File: src/hw/rtl/skf_pkg.sv
package skf_pkg;

    // fraction bits of all fixed-point values
    localparam int FRAC_BITS_DEF = 16;

    // configuration port
    localparam int DATA_W = 32;
    localparam int ADDR_W = 3;

    // register index, taken from paddr[2]
    localparam logic REG_PROCESS_NOISE = 1'b0;
    localparam logic REG_MEASURE_NOISE = 1'b1;

    localparam logic [31:0] PROCESS_NOISE_RST = 32'd655;
    localparam logic [31:0] MEASURE_NOISE_RST = 32'd65536;

    // commands from the controller to the datapath
    typedef struct packed {
        logic load;
        logic pred;
        logic div_init;
        logic div_step;
        logic mul_x;
        logic mul_p;
        logic commit;
    } skf_cmd_t;

endpackage

File: src/hw/rtl/skf_if.sv
// measurement channel
interface skf_meas_if;
    logic               valid;
    logic               ready;
    logic signed [15:0] measurement;

    modport source (output valid, output measurement, input ready);
    modport sink   (input valid, input measurement, output ready);
    modport mon    (input valid, input measurement, input ready);
endinterface

// estimate channel
interface skf_est_if;
    logic               valid;
    logic               ready;
    logic signed [31:0] estimate;

    modport source (output valid, output estimate, input ready);
    modport sink   (input valid, input estimate, output ready);
    modport mon    (input valid, input estimate, input ready);
endinterface

File: src/hw/rtl/skf_regs.sv
module skf_regs (
    input  logic                        clk,
    input  logic                        rst_n,
    input  logic                        psel,
    input  logic                        penable,
    input  logic                        pwrite,
    input  logic [skf_pkg::ADDR_W-1:0]  paddr,
    input  logic [skf_pkg::DATA_W-1:0]  pwdata,
    output logic [skf_pkg::DATA_W-1:0]  prdata,
    output logic                        pready,
    output logic [31:0]                 process_noise,
    output logic [31:0]                 measure_noise
);

    logic [31:0] process_noise_reg;
    logic [31:0] process_noise_next;
    logic [31:0] measure_noise_reg;
    logic [31:0] measure_noise_next;
    logic        wr_en;

    assign pready = 1'b1;
    assign wr_en  = psel && penable && pwrite;

    // write decode
    always_comb
    begin
        process_noise_next = process_noise_reg;
        measure_noise_next = measure_noise_reg;
        if (wr_en)
        begin
            unique case (paddr[2])
                skf_pkg::REG_PROCESS_NOISE: process_noise_next = pwdata;
                skf_pkg::REG_MEASURE_NOISE: measure_noise_next = pwdata;
                default: ;
            endcase
        end
    end

    always_ff @(posedge clk or negedge rst_n)
    begin
        if (!rst_n)
        begin
            process_noise_reg <= skf_pkg::PROCESS_NOISE_RST;
            measure_noise_reg <= skf_pkg::MEASURE_NOISE_RST;
        end
        else
        begin
            process_noise_reg <= process_noise_next;
            measure_noise_reg <= measure_noise_next;
        end
    end

    // read mux
    always_comb
    begin
        unique case (paddr[2])
            skf_pkg::REG_PROCESS_NOISE: prdata = process_noise_reg;
            skf_pkg::REG_MEASURE_NOISE: prdata = measure_noise_reg;
            default:                    prdata = '0;
        endcase
    end

    assign process_noise = process_noise_reg;
    assign measure_noise = measure_noise_reg;

endmodule

File: src/hw/rtl/skf_ctrl.sv
module skf_ctrl #(
    parameter int FRAC_BITS = skf_pkg::FRAC_BITS_DEF
) (
    input  logic              clk,
    input  logic              rst_n,
    input  logic              in_valid,
    output logic              in_ready,
    output logic              out_valid,
    input  logic              out_ready,
    output skf_pkg::skf_cmd_t cmd
);

    localparam int CNT_W = $clog2(FRAC_BITS + 2);

    localparam logic [2:0] S_IDLE  = 3'd0;
    localparam logic [2:0] S_PRED  = 3'd1;
    localparam logic [2:0] S_DINIT = 3'd2;
    localparam logic [2:0] S_DIV   = 3'd3;
    localparam logic [2:0] S_MULX  = 3'd4;
    localparam logic [2:0] S_MULP  = 3'd5;
    localparam logic [2:0] S_FIN   = 3'd6;

    logic [2:0]       state_reg;
    logic [2:0]       state_next;
    logic [CNT_W-1:0] cnt_reg;
    logic [CNT_W-1:0] cnt_next;
    logic             out_valid_reg;
    logic             out_valid_next;
    logic             slot_free;

    assign slot_free = !out_valid_reg || out_ready;
    assign in_ready  = (state_reg == S_IDLE);

    // sequencer
    always_comb
    begin
        state_next = state_reg;
        cnt_next   = cnt_reg;
        cmd        = '0;
        unique case (state_reg)
            S_IDLE:
            begin
                if (in_valid)
                begin
                    cmd.load   = 1'b1;
                    state_next = S_PRED;
                end
            end
            S_PRED:
            begin
                cmd.pred   = 1'b1;
                state_next = S_DINIT;
            end
            S_DINIT:
            begin
                cmd.div_init = 1'b1;
                cnt_next     = '0;
                state_next   = S_DIV;
            end
            S_DIV:
            begin
                cmd.div_step = 1'b1;
                if (cnt_reg == CNT_W'(FRAC_BITS))
                begin
                    state_next = S_MULX;
                end
                else
                begin
                    cnt_next = cnt_reg + CNT_W'(1);
                end
            end
            S_MULX:
            begin
                cmd.mul_x  = 1'b1;
                state_next = S_MULP;
            end
            S_MULP:
            begin
                cmd.mul_p  = 1'b1;
                state_next = S_FIN;
            end
            S_FIN:
            begin
                // hold until the output register is free
                if (slot_free)
                begin
                    cmd.commit = 1'b1;
                    state_next = S_IDLE;
                end
            end
            default:
            begin
                state_next = S_IDLE;
            end
        endcase
    end

    // output valid
    always_comb
    begin
        out_valid_next = out_valid_reg;
        if (cmd.commit)
        begin
            out_valid_next = 1'b1;
        end
        else if (out_ready)
        begin
            out_valid_next = 1'b0;
        end
    end

    always_ff @(posedge clk or negedge rst_n)
    begin
        if (!rst_n)
        begin
            state_reg     <= S_IDLE;
            cnt_reg       <= '0;
            out_valid_reg <= 1'b0;
        end
        else
        begin
            state_reg     <= state_next;
            cnt_reg       <= cnt_next;
            out_valid_reg <= out_valid_next;
        end
    end

    assign out_valid = out_valid_reg;

endmodule

File: src/hw/rtl/skf_dp.sv
module skf_dp #(
    parameter int FRAC_BITS = skf_pkg::FRAC_BITS_DEF
) (
    input  logic               clk,
    input  logic               rst_n,
    input  skf_pkg::skf_cmd_t  cmd,
    input  logic signed [15:0] measurement,
    input  logic [31:0]        process_noise,
    input  logic [31:0]        measure_noise,
    output logic signed [31:0] estimate
);

    localparam int GW = FRAC_BITS + 1;          // gain, 0 .. 2^F inclusive
    localparam int PW = 34 + FRAC_BITS + 2;     // product width
    localparam int MW = 17 + FRAC_BITS;         // scaled measurement
    localparam int CW = (MW > 33) ? MW : 33;
    localparam int SW = 37;                     // estimate update sum

    localparam logic [GW-1:0]        ONE    = {1'b1, {FRAC_BITS{1'b0}}};
    localparam logic signed [CW-1:0] M_MAX  = CW'(64'sd2147483647);
    localparam logic signed [CW-1:0] M_MIN  = CW'(-64'sd2147483648);
    localparam logic signed [SW-1:0] X_MAX  = SW'(64'sd2147483647);
    localparam logic signed [SW-1:0] X_MIN  = SW'(-64'sd2147483648);

    // filter state, cleared at reset
    logic signed [31:0] est_reg;
    logic signed [31:0] est_next;
    logic [31:0]        cov_reg;
    logic [31:0]        cov_next;

    // per-item working registers
    logic signed [15:0]    meas_reg;
    logic [31:0]           pmid_reg;
    logic [32:0]           den_reg;
    logic [33:0]           rem_reg;
    logic [GW-1:0]         gain_reg;
    logic signed [PW-1:0]  prod_reg;
    logic signed [31:0]    xnew_reg;
    logic signed [31:0]    estimate_reg;

    logic [32:0]           pred_sum;
    logic [31:0]           pmid_sat;
    logic                  div_ge;
    logic [33:0]           div_base;
    logic signed [CW-1:0]  m_wide;
    logic signed [31:0]    m_sat;
    logic signed [33:0]    diff;
    logic signed [33:0]    op_a;
    logic signed [GW:0]    op_b;
    logic signed [PW-1:0]  prod;
    logic signed [SW-1:0]  x_sum;
    logic signed [31:0]    x_sat;

    // predicted covariance, saturating
    assign pred_sum = {1'b0, cov_reg} + {1'b0, process_noise};
    assign pmid_sat = pred_sum[32] ? '1 : pred_sum[31:0];

    // restoring divider step, zero divisor gives zero gain
    assign div_ge   = (den_reg != '0) && (rem_reg >= {1'b0, den_reg});
    assign div_base = div_ge ? (rem_reg - {1'b0, den_reg}) : rem_reg;

    // scaled measurement, saturated to 32 bits
    always_comb
    begin
        m_wide = CW'(meas_reg) <<< FRAC_BITS;
        if (m_wide > M_MAX)
        begin
            m_sat = 32'sh7FFF_FFFF;
        end
        else if (m_wide < M_MIN)
        begin
            m_sat = 32'sh8000_0000;
        end
        else
        begin
            m_sat = m_wide[31:0];
        end
    end

    assign diff = 34'(m_sat) - 34'(est_reg);

    // shared multiplier: innovation times gain, then covariance times (1 - gain)
    always_comb
    begin
        if (cmd.mul_x)
        begin
            op_a = diff;
            op_b = $signed({1'b0, gain_reg});
        end
        else
        begin
            op_a = $signed({2'b00, pmid_reg});
            op_b = $signed({1'b0, ONE - gain_reg});
        end
    end

    assign prod = op_a * op_b;

    // estimate update, arithmetic shift rounds toward minus infinity
    always_comb
    begin
        x_sum = SW'(est_reg) + SW'(prod_reg >>> FRAC_BITS);
        if (x_sum > X_MAX)
        begin
            x_sat = 32'sh7FFF_FFFF;
        end
        else if (x_sum < X_MIN)
        begin
            x_sat = 32'sh8000_0000;
        end
        else
        begin
            x_sat = x_sum[31:0];
        end
    end

    // state update on commit
    always_comb
    begin
        est_next = est_reg;
        cov_next = cov_reg;
        if (cmd.commit)
        begin
            est_next = xnew_reg;
            cov_next = prod_reg[FRAC_BITS +: 32];
        end
    end

    always_ff @(posedge clk or negedge rst_n)
    begin
        if (!rst_n)
        begin
            est_reg <= '0;
            cov_reg <= '0;
        end
        else
        begin
            est_reg <= est_next;
            cov_reg <= cov_next;
        end
    end

    // working registers, no reset needed
    always_ff @(posedge clk)
    begin
        if (cmd.load)
        begin
            meas_reg <= measurement;
        end
        if (cmd.pred)
        begin
            pmid_reg <= pmid_sat;
        end
        if (cmd.div_init)
        begin
            den_reg  <= {1'b0, pmid_reg} + {1'b0, measure_noise};
            rem_reg  <= {2'b00, pmid_reg};
            gain_reg <= '0;
        end
        if (cmd.div_step)
        begin
            rem_reg  <= {div_base[32:0], 1'b0};
            gain_reg <= {gain_reg[GW-2:0], div_ge};
        end
        if (cmd.mul_x || cmd.mul_p)
        begin
            prod_reg <= prod;
        end
        if (cmd.mul_p)
        begin
            xnew_reg <= x_sat;
        end
        if (cmd.commit)
        begin
            estimate_reg <= xnew_reg;
        end
    end

    assign estimate = estimate_reg;

endmodule

File: src/hw/rtl/scalar_kalman_filter_unit.sv
// Channel  | Dir | Payload                          | Handshake
// ---------+-----+----------------------------------+--------------------------
// in_ch    | in  | measurement, s16 integer         | valid/ready
// out_ch   | out | estimate, s32 Q(32-F).F          | valid/ready
// APB      | in  | process_noise @0, measure_noise @4 | psel/penable, pready=1
//
// One item at a time: in_ready is low from accept through predict, divide,
// multiply and finish; the gain divider makes one quotient bit a cycle.
// A finished estimate waits in the output register while the next item is taken;
// the last step stalls only if that register is still full.
// Reset (rst_n low, async) clears estimate, covariance and the noise registers
// to their defaults.
module scalar_kalman_filter_unit #(
    parameter int FRAC_BITS = skf_pkg::FRAC_BITS_DEF
) (
    input  logic                        clk,
    input  logic                        rst_n,
    skf_meas_if.sink                    in_ch,
    skf_est_if.source                   out_ch,
    input  logic                        psel,
    input  logic                        penable,
    input  logic                        pwrite,
    input  logic [skf_pkg::ADDR_W-1:0]  paddr,
    input  logic [skf_pkg::DATA_W-1:0]  pwdata,
    output logic [skf_pkg::DATA_W-1:0]  prdata,
    output logic                        pready
);

    skf_pkg::skf_cmd_t cmd;
    logic [31:0]       process_noise;
    logic [31:0]       measure_noise;
    logic              in_ready;
    logic              out_valid;
    logic signed [31:0] estimate;

    // configuration registers
    skf_regs u_regs (
        .clk           (clk),
        .rst_n         (rst_n),
        .psel          (psel),
        .penable       (penable),
        .pwrite        (pwrite),
        .paddr         (paddr),
        .pwdata        (pwdata),
        .prdata        (prdata),
        .pready        (pready),
        .process_noise (process_noise),
        .measure_noise (measure_noise)
    );

    // sequencer
    skf_ctrl #(
        .FRAC_BITS (FRAC_BITS)
    ) u_ctrl (
        .clk       (clk),
        .rst_n     (rst_n),
        .in_valid  (in_ch.valid),
        .in_ready  (in_ready),
        .out_valid (out_valid),
        .out_ready (out_ch.ready),
        .cmd       (cmd)
    );

    // arithmetic
    skf_dp #(
        .FRAC_BITS (FRAC_BITS)
    ) u_dp (
        .clk           (clk),
        .rst_n         (rst_n),
        .cmd           (cmd),
        .measurement   (in_ch.measurement),
        .process_noise (process_noise),
        .measure_noise (measure_noise),
        .estimate      (estimate)
    );

    assign in_ch.ready     = in_ready;
    assign out_ch.valid    = out_valid;
    assign out_ch.estimate = estimate;

endmodule

File: src/flat_wrapper.sv
// flat-port wrapper written by rule: the top's interface ports become plain ports
module scalar_kalman_filter_unit_flat 
#(
    parameter int FRAC_BITS = skf_pkg::FRAC_BITS_DEF
)
  (clk, rst_n, psel, penable, pwrite, paddr, pwdata, prdata, pready, in_ch_valid, in_ch_measurement, in_ch_ready, out_ch_valid, out_ch_estimate, out_ch_ready);
  skf_meas_if in_ch_i ();
  skf_est_if out_ch_i ();
  input  logic clk;
  input  logic rst_n;
  input  logic psel;
  input  logic penable;
  input  logic pwrite;
  input  logic [skf_pkg::ADDR_W-1:0] paddr;
  input  logic [skf_pkg::DATA_W-1:0] pwdata;
  output logic [skf_pkg::DATA_W-1:0] prdata;
  output logic pready;
  input wire logic [$bits(in_ch_i.valid)-1:0] in_ch_valid;
  input wire logic [$bits(in_ch_i.measurement)-1:0] in_ch_measurement;
  output wire logic [$bits(in_ch_i.ready)-1:0] in_ch_ready;
  output wire logic [$bits(out_ch_i.valid)-1:0] out_ch_valid;
  output wire logic [$bits(out_ch_i.estimate)-1:0] out_ch_estimate;
  input wire logic [$bits(out_ch_i.ready)-1:0] out_ch_ready;
  assign in_ch_i.valid = in_ch_valid;
  assign in_ch_i.measurement = in_ch_measurement;
  assign in_ch_ready = in_ch_i.ready;
  assign out_ch_valid = out_ch_i.valid;
  assign out_ch_estimate = out_ch_i.estimate;
  assign out_ch_i.ready = out_ch_ready;
  scalar_kalman_filter_unit #(.FRAC_BITS(FRAC_BITS)) u_core (.clk(clk), .rst_n(rst_n), .in_ch(in_ch_i), .out_ch(out_ch_i), .psel(psel), .penable(penable), .pwrite(pwrite), .paddr(paddr), .pwdata(pwdata), .prdata(prdata), .pready(pready));
endmodule
File: config.mk
export PLATFORM = sky130hd
export DESIGN_NAME = scalar_kalman_filter_unit_flat
export DESIGN_NICKNAME = d
export VERILOG_FILES = /design/src/hw/rtl/skf_pkg.sv /design/src/hw/rtl/skf_if.sv /design/src/hw/rtl/skf_regs.sv /design/src/hw/rtl/skf_ctrl.sv /design/src/hw/rtl/skf_dp.sv /design/src/hw/rtl/scalar_kalman_filter_unit.sv /design/src/flat_wrapper.sv
export SDC_FILE = /design/constraint.sdc
export NUM_CORES = 2
export LEC_CHECK = 0
export ABC_AREA = 1
export BUFFER_PORTS_ARGS = -buffer_cell sky130_fd_sc_hd__buf_4
export CORE_ASPECT_RATIO = 0.75
export CORE_MARGIN = 2
export CORE_UTILIZATION = 55
export CTS_CLUSTER_DIAMETER = 80
export CTS_CLUSTER_SIZE = 30
export DETAILED_ROUTE_END_ITERATION = 10
export HOLD_SLACK_MARGIN = 0.06
export PLACE_DENSITY_LB_ADDON = 0.15
export SYNTH_ARGS = -nofsm -noshare
export SYNTH_HDL_FRONTEND = slang
export SYNTH_HIERARCHICAL = 1
export SYNTH_SLANG_ARGS = --single-unit
File: constraint.sdc
create_clock -name clk -period 19.8 [get_ports clk]
set_clock_uncertainty 0.15 [all_clocks]
set_input_delay 1.98 -clock clk [delete_from_list [all_inputs] [get_ports clk]]
set_output_delay 1.98 -clock clk [all_outputs]
set_load 0.02 [all_outputs]
==> flow_summary.json <==
{
  "r2r_cells": 30,
  "r2r_slack_ns": 10.38,
  "drtPass1Iterations": 5,
  "ys_seq_area_frac": 0.2313,
  "place_congestion": 0.9776,
  "relSlewSlack": 0.1855,
  "async_flop_share": 0.3713,
  "arrival_ns": 9.60,
  "grt_overflow": 0,
  "drive_above_1_share": 0.06994,
  "core_sq_um": 80630,
  "clkSinkCount": 369,
  "netlist_instances": 5627,
  "die_w_microns": 334.0,
  "synth_edf_count": 231,
  "synth_commonest_cells": "nand2_1 (1,370), inv_1 (1,137), fa_1 (534)",
  "drc": 0,
  "setup.worst_path.start_class": "flip-flop",
  "critPathKind": "flip-flop to flip-flop",
  "status": "finished clean",
  "tritoncts": "built",
  "postRouteAntennaNets": 0,
  "timing.final.crit_share": 0.4756,
  "clockBufferDepth": 3,
  "hpwl_microns": 115600,
  "endpoint_kind": "flip-flop",
  "grt_pass1_wl_microns": 215800,
  "yosys_warnings": 6,
  "hold_path_class": "flip-flop to flip-flop",
  "yosys.area.top_type": "fa_1",
  "syn_nets": 6490,
  "rsz0062_at_grt": "false",
  "grt_pass1_vias": 35880,
  "portBuffers": 121,
  "wire_per_inst_microns": 21.03,
  "dieHeight_microns": 251.5,
  "drv_cap": 0,
  "cp.required_ns": 19.98,
  "die_area_sq_um": 84010,
  "layout_min_cycle_time_ns": 9.417,
  "hold_depth": 0,
  "worst_pin_slew_ns": 1.209,
  "syn_to_final_growth_pct": 5.208,
  "routed_wl_microns": 141700,
  "drt_iter0_drc": 4133,
  "rows": 90,
  "synth.distinct_cells": 69,
  "slew_violations": 0,
  "ios": 125,
  "syn_area_per_cell_sq_um": 7.984,
  "yosys.area.top_type_share": 0.2379,
  "grt_antenna_before_repair": 5,
  "grt_max_degree": 97,
  "hold_viol": 0,
  "finalSetupViolCount": 0,
  "ys_ff_latch": 369,
  "vias_per_cell": 5.564,
  "synthTopCellsByArea": "fa_1 (24%), edfxtp_1 (15%), nand2_1 (11%)",
  "post-synth-top-count-cell": "nand2_1",
  "fmax_mhz": 106.2,
  "slowest_stage": "inv_1",
  "cts.clk_slew.worst_paths_ns": 0.12,
  "cts_max_level": 1,
  "cts_buffers": 18,
  "critPathMaxFanout": 16,
  "setup_tns_ns": 0,
  "start_util": 0.5572,
  "routed-via-count": 37480,
  "clk_latency_ns": 0.58,
  "grt_usage": 0.3385,
  "cp_common_cell": "inv_1",
  "syn_area_sq_um": 44930,
  "largest_reg_flops": 36,
  "ctsResizeCount": 0,
  "postCtsSetupRepairBufs": 0,
  "synthFlopType": "edfxtp_1",
  "critical_path.max_stage_delay_ns": 0.68,
  "root_buffer": "clkbuf_16",
  "hold_buffers": 0,
  "nets": 6527
}
## worst max-delay path: cells and delay by family, from the launching register on
family | cells | cell delay (ns)
flops | 1 | 0.46
buf+inv | 8 | 1.17
fa+ha+maj | 8 | 3.79
simple gates | 5 | 1.06
compound gates | 7 | 2.08
xor+xnor | 2 | 0.42
## stage by stage
| step | cells | hold slack, ns | setup WS, ns | area, sq um | util |
|---|---|---|---|---|---|
| 2_1_floorplan | 5627 | 0.2704 | 12.41 | 44930 | - |
| 3_3_place_gp | 6702 | 0.2814 | 10.64 | 46650 | 0.5786 |
| 3_5_place_dp | 6702 | 0.2831 | 10.58 | 46650 | 0.5786 |
| 4_1_cts | 6734 | 0.3124 | 10.56 | 47260 | 0.5862 |
| 5_1_grt | 6734 | 0.3223 | 9.942 | 47260 | 0.5862 |
| 6_report | 6736 | 0.3113 | 10.38 | 47270 | 0.5863 |
## cell type report
cell class                      instances  area [sq um]
Timing Repair Buffer                  165          1242
Multi-Input combinational cell       3949         29330
Tap cell                             1058          1324
Clock inverter                          8         103.9
Antenna cell                            2         5.005
Inverter                             1161          4363
Sequential cell                       369         10390
Fill cell                            7580         33360
Clock buffer                           24         504.2
## per-layer routing
layer / up-vias / wire, microns / part of all wire / global-route usage
met4: 8 / 4076 / 0.029 / 0.08121
li1: 17450 / - / - / -
met3: 189 / 14520 / 0.10 / 0.08262
met2: 1575 / 59000 / 0.42 / 0.4862
met5: - / 36 / 0.00025 / 0
met1: 18260 / 64020 / 0.45 / 0.5132
## final timing paths
| kind | startpoint | endpoint |
|---|---|---|
| setup / recovery | u_core/u_dp/est_reg[1] | u_core/u_dp/prod_reg[47] |
| hold / removal | u_core/u_dp/xnew_reg[19] | u_core/u_dp/estimate[19] |
| setup reg to reg | u_core/u_dp/est_reg[1] | u_core/u_dp/prod_reg[47] |
| hold reg to reg | u_core/u_dp/xnew_reg[19] | u_core/u_dp/estimate[19] |
| max in group asynchronous | rst_n | u_core/u_regs/measure_noise[19] |
| min in group asynchronous | rst_n | u_core/u_dp/est_reg[21] |
## cell usage in the layout, fill, tap and decap left out, types with 29 or more instances in the layout
master	n
a21oi_1	230
nand4_1	38
mux2_2	33
xnor2_1	65
nor2_2	29
inv_1	1136
nand2_1	1370
nor3_1	40
edfxtp_1	231
nor2_1	452
o21ai_0	187
buf_4	164
xor2_1	102
o21bai_1	35
fa_1	534
ha_1	271
nand3_1	297
dfrtp_1	130
## cells by family (layout without fill, tap and decap cells)
kind of cell | count (synthesis) | after routing | synth area share
other cells | 1 | 3 | 0.00008347
buf+inv | 1309 | 1358 | 0.1170
flops | 369 | 369 | 0.2313
fa+ha+maj | 805 | 805 | 0.3134
mux | 33 | 33 | 0.008271
xor+xnor | 173 | 173 | 0.03464
compound gates | 590 | 590 | 0.07547
simple gates | 2347 | 2347 | 0.2198
Power is left out: the tool's default activity adds up to more than one toggle a clock period on the data nets, which glitch-free logic cannot reach.
